$ cat src/rtl/core/fmt_pkg.sv
// shared constants, codes and controller/datapath bundles of the fact mutex table
`default_nettype none
package fmt_pkg;

	// fact indexes and pair matrix geometry
	localparam int FACT_W    = 6;
	localparam int FACTS     = 1 << FACT_W;
	localparam int NUM_FACTS = 64;

	// large-set store
	localparam int MAX_LARGE = 16;
	localparam int LCNT_W    = $clog2(MAX_LARGE + 1);
	localparam int LIDX_W    = (MAX_LARGE > 1) ? $clog2(MAX_LARGE) : 1;

	// distinct-fact count of a set saturates at the large-set threshold
	localparam int LARGE_MIN = 3;
	localparam int CNT_W     = $clog2(LARGE_MIN + 1);

	localparam logic [CNT_W-1:0] CNT_ONE   = CNT_W'(1);
	localparam logic [CNT_W-1:0] CNT_TWO   = CNT_W'(2);
	localparam logic [CNT_W-1:0] CNT_LARGE = CNT_W'(LARGE_MIN);

	// operation codes
	localparam logic OP_ADD   = 1'b0;
	localparam logic OP_QUERY = 1'b1;

	// controller to datapath commands
	typedef struct packed {
		logic take;         // capture input item, read its matrix row
		logic merge;        // fold the fetched row and fact into the set
		logic rd_a;         // read row of first fact
		logic rd_b;         // read row of second fact
		logic wr_a;         // write back row of first fact
		logic wr_b;         // write back row of second fact
		logic store_large;  // put the set into the large-set store
		logic scan_clr;     // restart the large-set scan
		logic scan_step;    // test one stored large set
		logic finish;       // load result register, clear the set
	} fmt_cmd_t;

	// datapath to controller status
	typedef struct packed {
		logic              last;
		logic              op;
		logic              pair_hit;
		logic              has_large;
		logic              large_zero;
		logic [CNT_W-1:0]  cnt;
		logic              sub_hit;
		logic              scan_end;
		logic              out_free;
		logic [LCNT_W-1:0] large_cnt;
	} fmt_sts_t;

endpackage
`default_nettype wire

$ cat src/rtl/core/fmt_ctrl.sv
// controller: sequences fact lookup, set completion, store scan and matrix updates
`default_nettype none
module fmt_ctrl
	import fmt_pkg::*;
(
	input  wire logic     clk,
	input  wire logic     arst_n,
	input  wire logic     in_valid,
	output logic          in_ready,
	input  wire fmt_sts_t sts,
	output fmt_cmd_t      cmd
);

	localparam logic [3:0] ST_IDLE   = 4'd0;
	localparam logic [3:0] ST_LOOK   = 4'd1;
	localparam logic [3:0] ST_DECIDE = 4'd2;
	localparam logic [3:0] ST_SCAN   = 4'd3;
	localparam logic [3:0] ST_RD_A   = 4'd4;
	localparam logic [3:0] ST_WR_A   = 4'd5;
	localparam logic [3:0] ST_RD_B   = 4'd6;
	localparam logic [3:0] ST_WR_B   = 4'd7;
	localparam logic [3:0] ST_RESULT = 4'd8;

	logic [3:0] state_q;
	logic [3:0] state_d;

	// next state and commands
	always_comb begin
		state_d  = state_q;
		cmd      = '0;
		in_ready = 1'b0;
		case (state_q)
			ST_IDLE: begin
				in_ready = 1'b1;
				if (in_valid) begin
					cmd.take = 1'b1;
					state_d  = ST_LOOK;
				end
			end
			ST_LOOK: begin
				cmd.merge = 1'b1;
				state_d   = sts.last ? ST_DECIDE : ST_IDLE;
			end
			ST_DECIDE: begin
				if (sts.op == OP_QUERY) begin
					if (sts.pair_hit || !sts.has_large || sts.large_zero) begin
						state_d = ST_RESULT;
					end else begin
						cmd.scan_clr = 1'b1;
						state_d      = ST_SCAN;
					end
				end else if (sts.cnt == CNT_LARGE) begin
					cmd.store_large = 1'b1;
					state_d         = ST_RESULT;
				end else if (sts.cnt inside {CNT_ONE, CNT_TWO}) begin
					state_d = ST_RD_A;
				end else begin
					state_d = ST_RESULT;
				end
			end
			ST_SCAN: begin
				cmd.scan_step = 1'b1;
				if (sts.sub_hit || sts.scan_end) begin
					state_d = ST_RESULT;
				end
			end
			ST_RD_A: begin
				cmd.rd_a = 1'b1;
				state_d  = ST_WR_A;
			end
			ST_WR_A: begin
				cmd.wr_a = 1'b1;
				state_d  = (sts.cnt == CNT_TWO) ? ST_RD_B : ST_RESULT;
			end
			ST_RD_B: begin
				cmd.rd_b = 1'b1;
				state_d  = ST_WR_B;
			end
			ST_WR_B: begin
				cmd.wr_b = 1'b1;
				state_d  = ST_RESULT;
			end
			ST_RESULT: begin
				if (sts.out_free) begin
					cmd.finish = 1'b1;
					state_d    = ST_IDLE;
				end
			end
			default: begin
				state_d = ST_IDLE;
			end
		endcase
	end

	// state register
	always_ff @(posedge clk or negedge arst_n) begin
		if (!arst_n) begin
			state_q <= ST_IDLE;
		end else begin
			state_q <= state_d;
		end
	end

endmodule
`default_nettype wire

$ cat config.mk
export PLATFORM = sky130hd
export DESIGN_NAME = fmt_ctrl
export DESIGN_NICKNAME = d
export VERILOG_FILES = /design/src/rtl/core/fmt_pkg.sv /design/src/rtl/core/fmt_ctrl.sv
export SDC_FILE = /design/constraint.sdc
export NUM_CORES = 1
export LEC_CHECK = 0
export CAP_MARGIN = 20
export CORE_AREA = 2 2 39 41
export DETAILED_ROUTE_END_ITERATION = 8
export DIE_AREA = 0 0 41 43
export DONT_BUFFER_PORTS = 1
export SYNTH_ARGS = -nofsm -noshare
export SYNTH_HDL_FRONTEND = slang
export SYNTH_SLANG_ARGS = --single-unit
$ cat constraint.sdc
create_clock -name clk -period 2.3 [get_ports clk]
set_clock_uncertainty 0.05 [all_clocks]
set_input_delay 0.46 -clock clk [delete_from_list [all_inputs] [get_ports clk]]
set_output_delay 0.46 -clock clk [all_outputs]
set_load 0.02 [all_outputs]
Word-level counts from Yosys, hierarchy flattened
Cells that the tools add are included.
{ "totals": {"regBits": 4, "input_bits": 18, "out_inout_bits": 11, "wordCells": 48} }
{ "classes": {"eq_ne": 14, "muxes": 26, "reduce_logical": 7} }
{ "ops": {"columns": ["operator", "count"], "rows": [
  ["$pmux 4 s9", 1],
  ["$mux 4", 8],
  ["$eq 4x3->1 const B", 4],
  ["$mux 1", 15],
  ["$eq 4x2->1 const B", 2],
  ["$ne 2x2->1 const B", 3],
  ["$eq 2x2->1 const B", 2],
  ["$eq 4x1->1 const B", 1],
  ["$eq 4x4->1 const B", 1],
  ["$logic_not 4->1", 1],
  ["$mux 2", 2],
  ["$logic_or 1x1->1", 3],
  ["$reduce_and 3->1", 1],
  ["$eq 2x1->1 const B", 1],
  ["$reduce_bool 2->1", 1],
  ["$logic_not 1->1", 1]
]} }

Logic depth before layout (Yosys ltp)
Gate-level depths: netlist of the first run.
{ "logic_depth": {"depth_word": 6, "depth_mapped": 5, "depth_no_buf": 5} }

Least setup slack after synthesis of the first run
Ideal clock, no wire load.
{ "synth_path": {"kind": "reg-to-output", "start": "register state_q[0]", "end": "output cmd[9] in the netlist's numbering", "arrival_ns": 1.664, "required_time_ns": 1.790, "path_slack_ns": 0.126, "path_stages_with_launch": 4, "path_buffers": 1, "cell_sequence": "dfrtp_1 > clkbuf_1 > nor4_1 > and2_1"} }
{ "synth_rtl": {"columns": ["element", "line", "source"], "rows": [
  ["start: declaration", "fmt_ctrl.sv:24", "logic [3:0] state_q;"],
  ["start signal: assignment", "fmt_ctrl.sv:100", "state_q <= state_d;"],
  ["end: declaration", "fmt_ctrl.sv:11", "output fmt_cmd_t cmd"]
]} }

==> results by group, run 1 <==
Global route
  • Largest net degree at the start of global routing: 14
  • Gr usage total: 13.2%
  • Grt ovf: 0
  • Vias in the first global route: 386
  • First-pass GRT wire length: 1.52 mm
  • Initial antenna violation count: 0

Clock tree
  • CTS Root Cell: clkbuf_4
  • Worst-path clk slew: 0.03 ns
  • Clock Tree Buf Depth: 2
  • Cts bufs inserted: 3
  • # H-tree levels: 1
  • CTS sink count: 4
  • Clock Latency Late Sink: 0.23 ns
  • Post-CTS setup buffers: 0
  • CTS tree: yes

Placed design
  • GP Congestion: 0.814
  • DP Wirelength: 794 um
  • Number of port buffers: 0
  • Placed Area: 493 um^2
  • DP Cell Count: 75

Worst setup path
  • Crit path DAT: 1.63 ns
  • Critical Path RT: 1.79 ns
  • R2r startpoint: state_q[2]
  • Crit-path cells: or4b_4 -> nor2_1
  • Crit path from: state_q[2]
  • Worst Path Max Fanout: 12
  • Worst path bufs/invs: 0
  • Critical path's slowest cell: or4b_4
  • Top Family by Delay on Critical Path: simple AND/OR/NAND/NOR gates
  • Crit path capture type: primary output
  • CP max stage delay: 0.59 ns
  • Crit Path Category: reg2out
  • Worst Setup Start Kind: flop

Floorplan
  • Die area: 1760 um^2
  • Die Ht: 43 um
  • FP Rows: 14
  • IO Count: 29
  • Die Wd: 41 um
  • Area of the core: 1380 um^2
  • Starting Density: 31.9%

STA
  • Tmin final: 2.14 ns
  • RSZ-0062 raised after global routing: false
  • Max_slew headroom: 72.1%
  • # setup viols final: 0
  • Worst hold slack: 0.373 ns
  • Worst-Margin Slew: 0.413 ns
  • Fin crit share: 93.1%
  • FMAX: 467 MHz
  • Hold Fails Final Rpt: 0
  • Final Max Slew Viols: 0
  • TNS Setup: 0 ns

Layout
  • Biggest register: state_q
  • Multi-input gate area: 309 um^2
  • Final Util: 38.0%
  • Biggest regs: state_q x4
  • Final Instance Count excl. Fillers: 79
  • Share of cells above drive strength 1: 19.0%
  • Max FFs per register: 4
  • Final-stage net count: 85
  • FILL cells: 151
  • Syn-to-layout area delta: 19.0%
  • Antenna Cells: 0
  • Register area: 100 um^2
  • Final Instance Area: 526 um^2

Drt
  • Metal2 WL: 469 um
  • ANT nets after route: 0
  • DRT iter0 DRCs: 11
  • Detailed Routing Iterations Pass 1: 4
  • Final wirelength: 1.01 mm
  • WL/cell: 12.8 um
  • WL met1: 438 um
  • Vias per cell: 5.76
  • Met3 wire len: 103 um
  • DR vias: 455
  • Highest routed metal layer: met3
  • # DRC: 0

Synthesis
  • Mapped Area: 442 um^2
  • Most frequent cells after synthesis: nor2_1, nor2b_1, dfrtp_1
  • Mean post-synth cell area: 7.89 um^2
  • Syn Inst Count: 56
  • Top cell type's share of synthesized area: 22.7%
  • YS warnings: 0
  • Post-synth ARST share: 100%
  • Post-synth top flop: dfrtp_1
  • Leading area contributor after synthesis: dfrtp_1
  • Most frequent cell after synthesis: nor2_1
  • Post-synthesis cell type count: 31
  • Post-synthesis register bit count: 4
  • Synth area leaders: dfrtp_1, nor2b_1, nor2_1, ha_1, nand2b_1
  • Number of synthesized flops with an enable pin: 0
  • Synthesized net count: 76
  • Seq/Total Area, Yosys: 22.7%

Power
  • Power per cell area: 1190 nW/um^2
  • Logic pwr share: 63.1%
  • Sequential Power Share: 23.0%
  • Sw frac: 47.7%
  • Psw: 299 uW
  • Worst VDD drop: 0.000320 V
  • Lkg Pwr: 0.223 nW
  • Clock network fraction of design power: 13.9%
  • Pint: 327 uW

Hold path
  • Worst hold path class: in2reg
  • Worst hold path startpoint: sts[13]

Run
  • MaxCap Viol Count: 0

Run status
  • Status: finished clean
## power groups by stage
stage	clock network (mW)	logic, mW	registers [mW]
after floorplan	0	0.314	0.117
after global placement	0	0.393	0.142
after detailed placement	0	0.395	0.143
after CTS	0.0922	0.397	0.142
after global routing	0.0987	0.433	0.146
final	0.0870	0.395	0.144
## tightest hold or removal path: stages
cell	delay, ns
nor2_1	0.03
nand2_1	0.06
a21oi_1	0.05
## layout by cell type (no fill, tap or decap)
cell type / count
buf_4: 7
and3b_1: 1
nand2b_1: 3
o211a_1: 1
a211oi_1: 1
a21oi_1: 2
o211ai_1: 1
nor2b_1: 5
or4bb_1: 1
clkbuf_4: 3
nor2_1: 7
nand4_1: 1
dfrtp_1: 4
o21ai_0: 1
o31ai_1: 1
nor4b_1: 1
dlygate4sd3_1: 1
nor3b_1: 1
nand3b_1: 1
a32oi_1: 1
nand4bb_1: 1
a22oi_2: 1
nand2_1: 3
inv_1: 3
a211o_1: 1
nor3_1: 3
nor4bb_1: 1
nor4_1: 2
ha_1: 2
or4b_4: 1
and2_1: 1
## path summary, 6_finish.rpt
kind                                   end  slack (ns)  cells after the start
worst min register to register  state_q[2]        0.59                      1
min in group asynchronous       state_q[1]        0.44                      1
worst max register to register  state_q[3]        0.72                      3
worst min-delay path            state_q[2]        0.37                      3
worst max-delay path                cmd[0]        0.16                      2
max in group asynchronous       state_q[2]        1.60                      1
## routing by layer
layer	up-vias	global-route usage (%)
met3	0	5.76
li1	219	-
met2	25	18.1
met5	-	0
met4	0	10.0
met1	211	15.3
## final cells by class
cell class / count / area share, %
Multi-Input combinational cell: 45 / 58.8
Sequential cell: 4 / 19.0
Timing Repair Buffer: 8 / 11.9
Clock buffer: 3 / 4.29
Tap cell: 16 / 3.81
Inverter: 3 / 2.14
## stage by stage
step	worst slack [ns]	power [mW]
floorplan	0.126	0.431
global placement	0.404	0.535
detailed placement	0.400	0.538
CTS	0.148	0.632
finish	0.160	0.626
global route	0.101	0.677
## cells by family (layout without fill, tap and decap cells)
logic type      Yosys count  in the layout  share of synthesized area, %
flops                     4              4                          22.7
simple gates             33             33                          46.7
compound gates           10             10                          17.6
fa+ha+maj                 2              2                          5.66
buf+inv                   7             14                          7.37
## what timing repair did
item,4_1_cts,5_1_grt
resized for setup,0,0
hold endpoints to repair,4,0
hold buffers,1,0
Note: power is estimated with default switching activity, not from simulation.
==> run 2: changes to the inputs <==
Settings changed: CELL_PAD_IN_SITES_DETAIL_PLACEMENT set to 1, CELL_PAD_IN_SITES_GLOBAL_PLACEMENT set to 1, PLACE_DENSITY_LB_ADDON set to 0.1.
Clock period 2.3 ns to 2.53 ns, I/O delays scaled along.
==> run 2 against run 1 <==
Design area fell by 7.1%. Clock power down 11%. Die area unchanged. Via count is 3.1% lower. First-iteration DRC count is 82% lower. Global-route usage grew 3.3 points. Critical path depth unchanged. Flip-flop and latch count did not move. Hold slack better by 0.047 ns. Wire length up 20%. Clock-buffer cell count unchanged. Critical endpoint unchanged. Largest power group unchanged.
==> results by group, run 2 (synthesis gave the netlist of run 1 again) <==
Run status
  • Status: finished clean

STA
  • Final WS setup: 0.322 ns
  • Tmin final: 2.21 ns
  • Worst-Margin Slew: 0.617 ns
  • Worst hold slack: 0.420 ns
  • Max_slew headroom: 58.5%
  • RSZ-0062 raised after global routing: false
  • TNS Setup: 0 ns
  • Fin crit share: 87.3%
  • Hold Fails Final Rpt: 0
  • # setup viols final: 0
  • Final Max Slew Viols: 0
  • FMAX: 453 MHz

Power
  • Sw frac: 51.6%
  • Psw: 275 uW
  • Pwr Total: 533 uW
  • Clock network fraction of design power: 14.6%
  • Lkg Pwr: 0.197 nW
  • Sequential Power Share: 32.1%
  • Pint: 258 uW
  • Power per cell area: 1090 nW/um^2
  • Worst VDD drop: 0.000253 V
  • Logic pwr share: 53.3%

Clock tree
  • CTS Root Cell: clkbuf_4
  • Clock Latency Late Sink: 0.23 ns
  • Clock Tree Buf Depth: 2
  • Worst-path clk slew: 0.03 ns
  • CTS tree: yes
  • Cts bufs inserted: 3
  • Post-cts sizing count: 0
  • # H-tree levels: 1
  • CTS sink count: 4

Drt
  • WL met1: 483 um
  • DRT iter0 DRCs: 2
  • Met3 wire len: 78 um
  • WL/cell: 16.4 um
  • Vias per cell: 5.96
  • DR vias: 441
  • Metal2 WL: 630 um
  • Highest routed metal layer: met4
  • Detailed Routing Iterations Pass 1: 4
  • Final wirelength: 1.21 mm
  • # DRC: 0
  • ANT nets after route: 0

Placed design
  • DP Wirelength: 969 um
  • Number of port buffers: 0
  • GP Congestion: 0.794
  • DP Cell Count: 70
  • Placed Area: 455 um^2
  • Pre-CTS setup slack: 0.565 ns

Layout
  • Commonest non-fill, non-tap cell in the layout: nor2_1
  • Biggest register: state_q
  • Syn-to-layout area delta: 10.5%
  • Antenna Cells: 0
  • Max FFs per register: 4
  • Multi-input gate area: 309 um^2
  • Biggest regs: state_q x4
  • FILL cells: 173
  • Register area: 100 um^2
  • Final Instance Area: 488 um^2
  • Final Instance Count excl. Fillers: 74
  • Final-stage net count: 80
  • Final Util: 35.3%
  • Share of cells above drive strength 1: 12.1%
  • Commonest non-fill, non-tap cells in the layout: nor2_1, nor2b_1, dfrtp_1

Worst setup path
  • Crit path DAT: 1.65 ns
  • Critical Path RT: 1.97 ns
  • CP max stage delay: 0.58 ns
  • Worst Path Max Fanout: 14
  • Worst Setup Start Kind: flop
  • Crit-path cells: or4b_4 -> nor2_1
  • Critical path's slowest cell: or4b_4
  • Crit path capture type: primary output
  • Crit Path Category: reg2out

Floorplan
  • Die Ht: 43 um
  • Area of the core: 1380 um^2
  • Starting Density: 31.9%
  • Die area: 1760 um^2
  • Die Wd: 41 um
  • FP Rows: 14
  • IO Count: 29

Global route
  • Largest net degree at the start of global routing: 15
  • Initial antenna violation count: 0
  • Gr usage total: 16.5%
  • First-pass GRT wire length: 1.90 mm
  • Vias in the first global route: 462
  • Grt ovf: 0

Run
  • MaxCap Viol Count: 0

Hold path
  • Worst hold path class: in2reg
-- run 2: changes by cell type in the layout (fill, tap and decap cells not counted) --
cell	previous run	this run
buf_4	7	2
-- run 2: path summary, 6_finish.rpt --
check / from / endpoint / slack [ns] / cells after the start
worst max-delay path: state_q[0] / cmd[0] / 0.32 / 2
worst min-delay path: sts[13] / state_q[2] / 0.42 / 3
worst max register to register: state_q[0] / state_q[3] / 0.93 / 3
worst min register to register: state_q[3] / state_q[2] / 0.60 / 1
max in group asynchronous: arst_n / state_q[2] / 1.77 / 1
min in group asynchronous: arst_n / state_q[1] / 0.49 / 1
-- run 2: worst max-delay path: cells and delay by family (launching register included) --
kind / cells / cell delay, ns
simple gates: 2 / 0.90
flops: 1 / 0.52
-- run 2: layout make-up --
| type | count | area share [%] |
|---|---|---|
| Multi-Input combinational cell | 45 | 63.3 |
| Sequential cell | 4 | 20.5 |
| Timing Repair Buffer | 3 | 5.13 |
| Clock buffer | 3 | 4.62 |
| Tap cell | 16 | 4.10 |
| Inverter | 3 | 2.31 |
-- run 2: power by group through the flow --
stage | Clock [mW] | Sequential (mW) | Combinational (mW)
2_1_floorplan | 0 | 0.107 | 0.285
3_3_place_gp | 0 | 0.168 | 0.275
3_5_place_dp | 0 | 0.171 | 0.287
4_1_cts | 0.0802 | 0.170 | 0.290
5_1_grt | 0.0844 | 0.183 | 0.316
6_report | 0.0775 | 0.171 | 0.284
-- run 2: per-layer routing --
metal  global-route usage (%)  up-vias
met2                     26.3       21
met3                     5.24        3
met1                     17.9      208
met4                     10.0        0
met5                        0        -
li1                         -      209
-- run 2: timing repair --
action | in CTS | in global routing
hold endpoints to repair | 4 | 0
endpoints found under the setup margin | 0 | 0
setup buffers | 0 | 0
hold buffers | 1 | 0
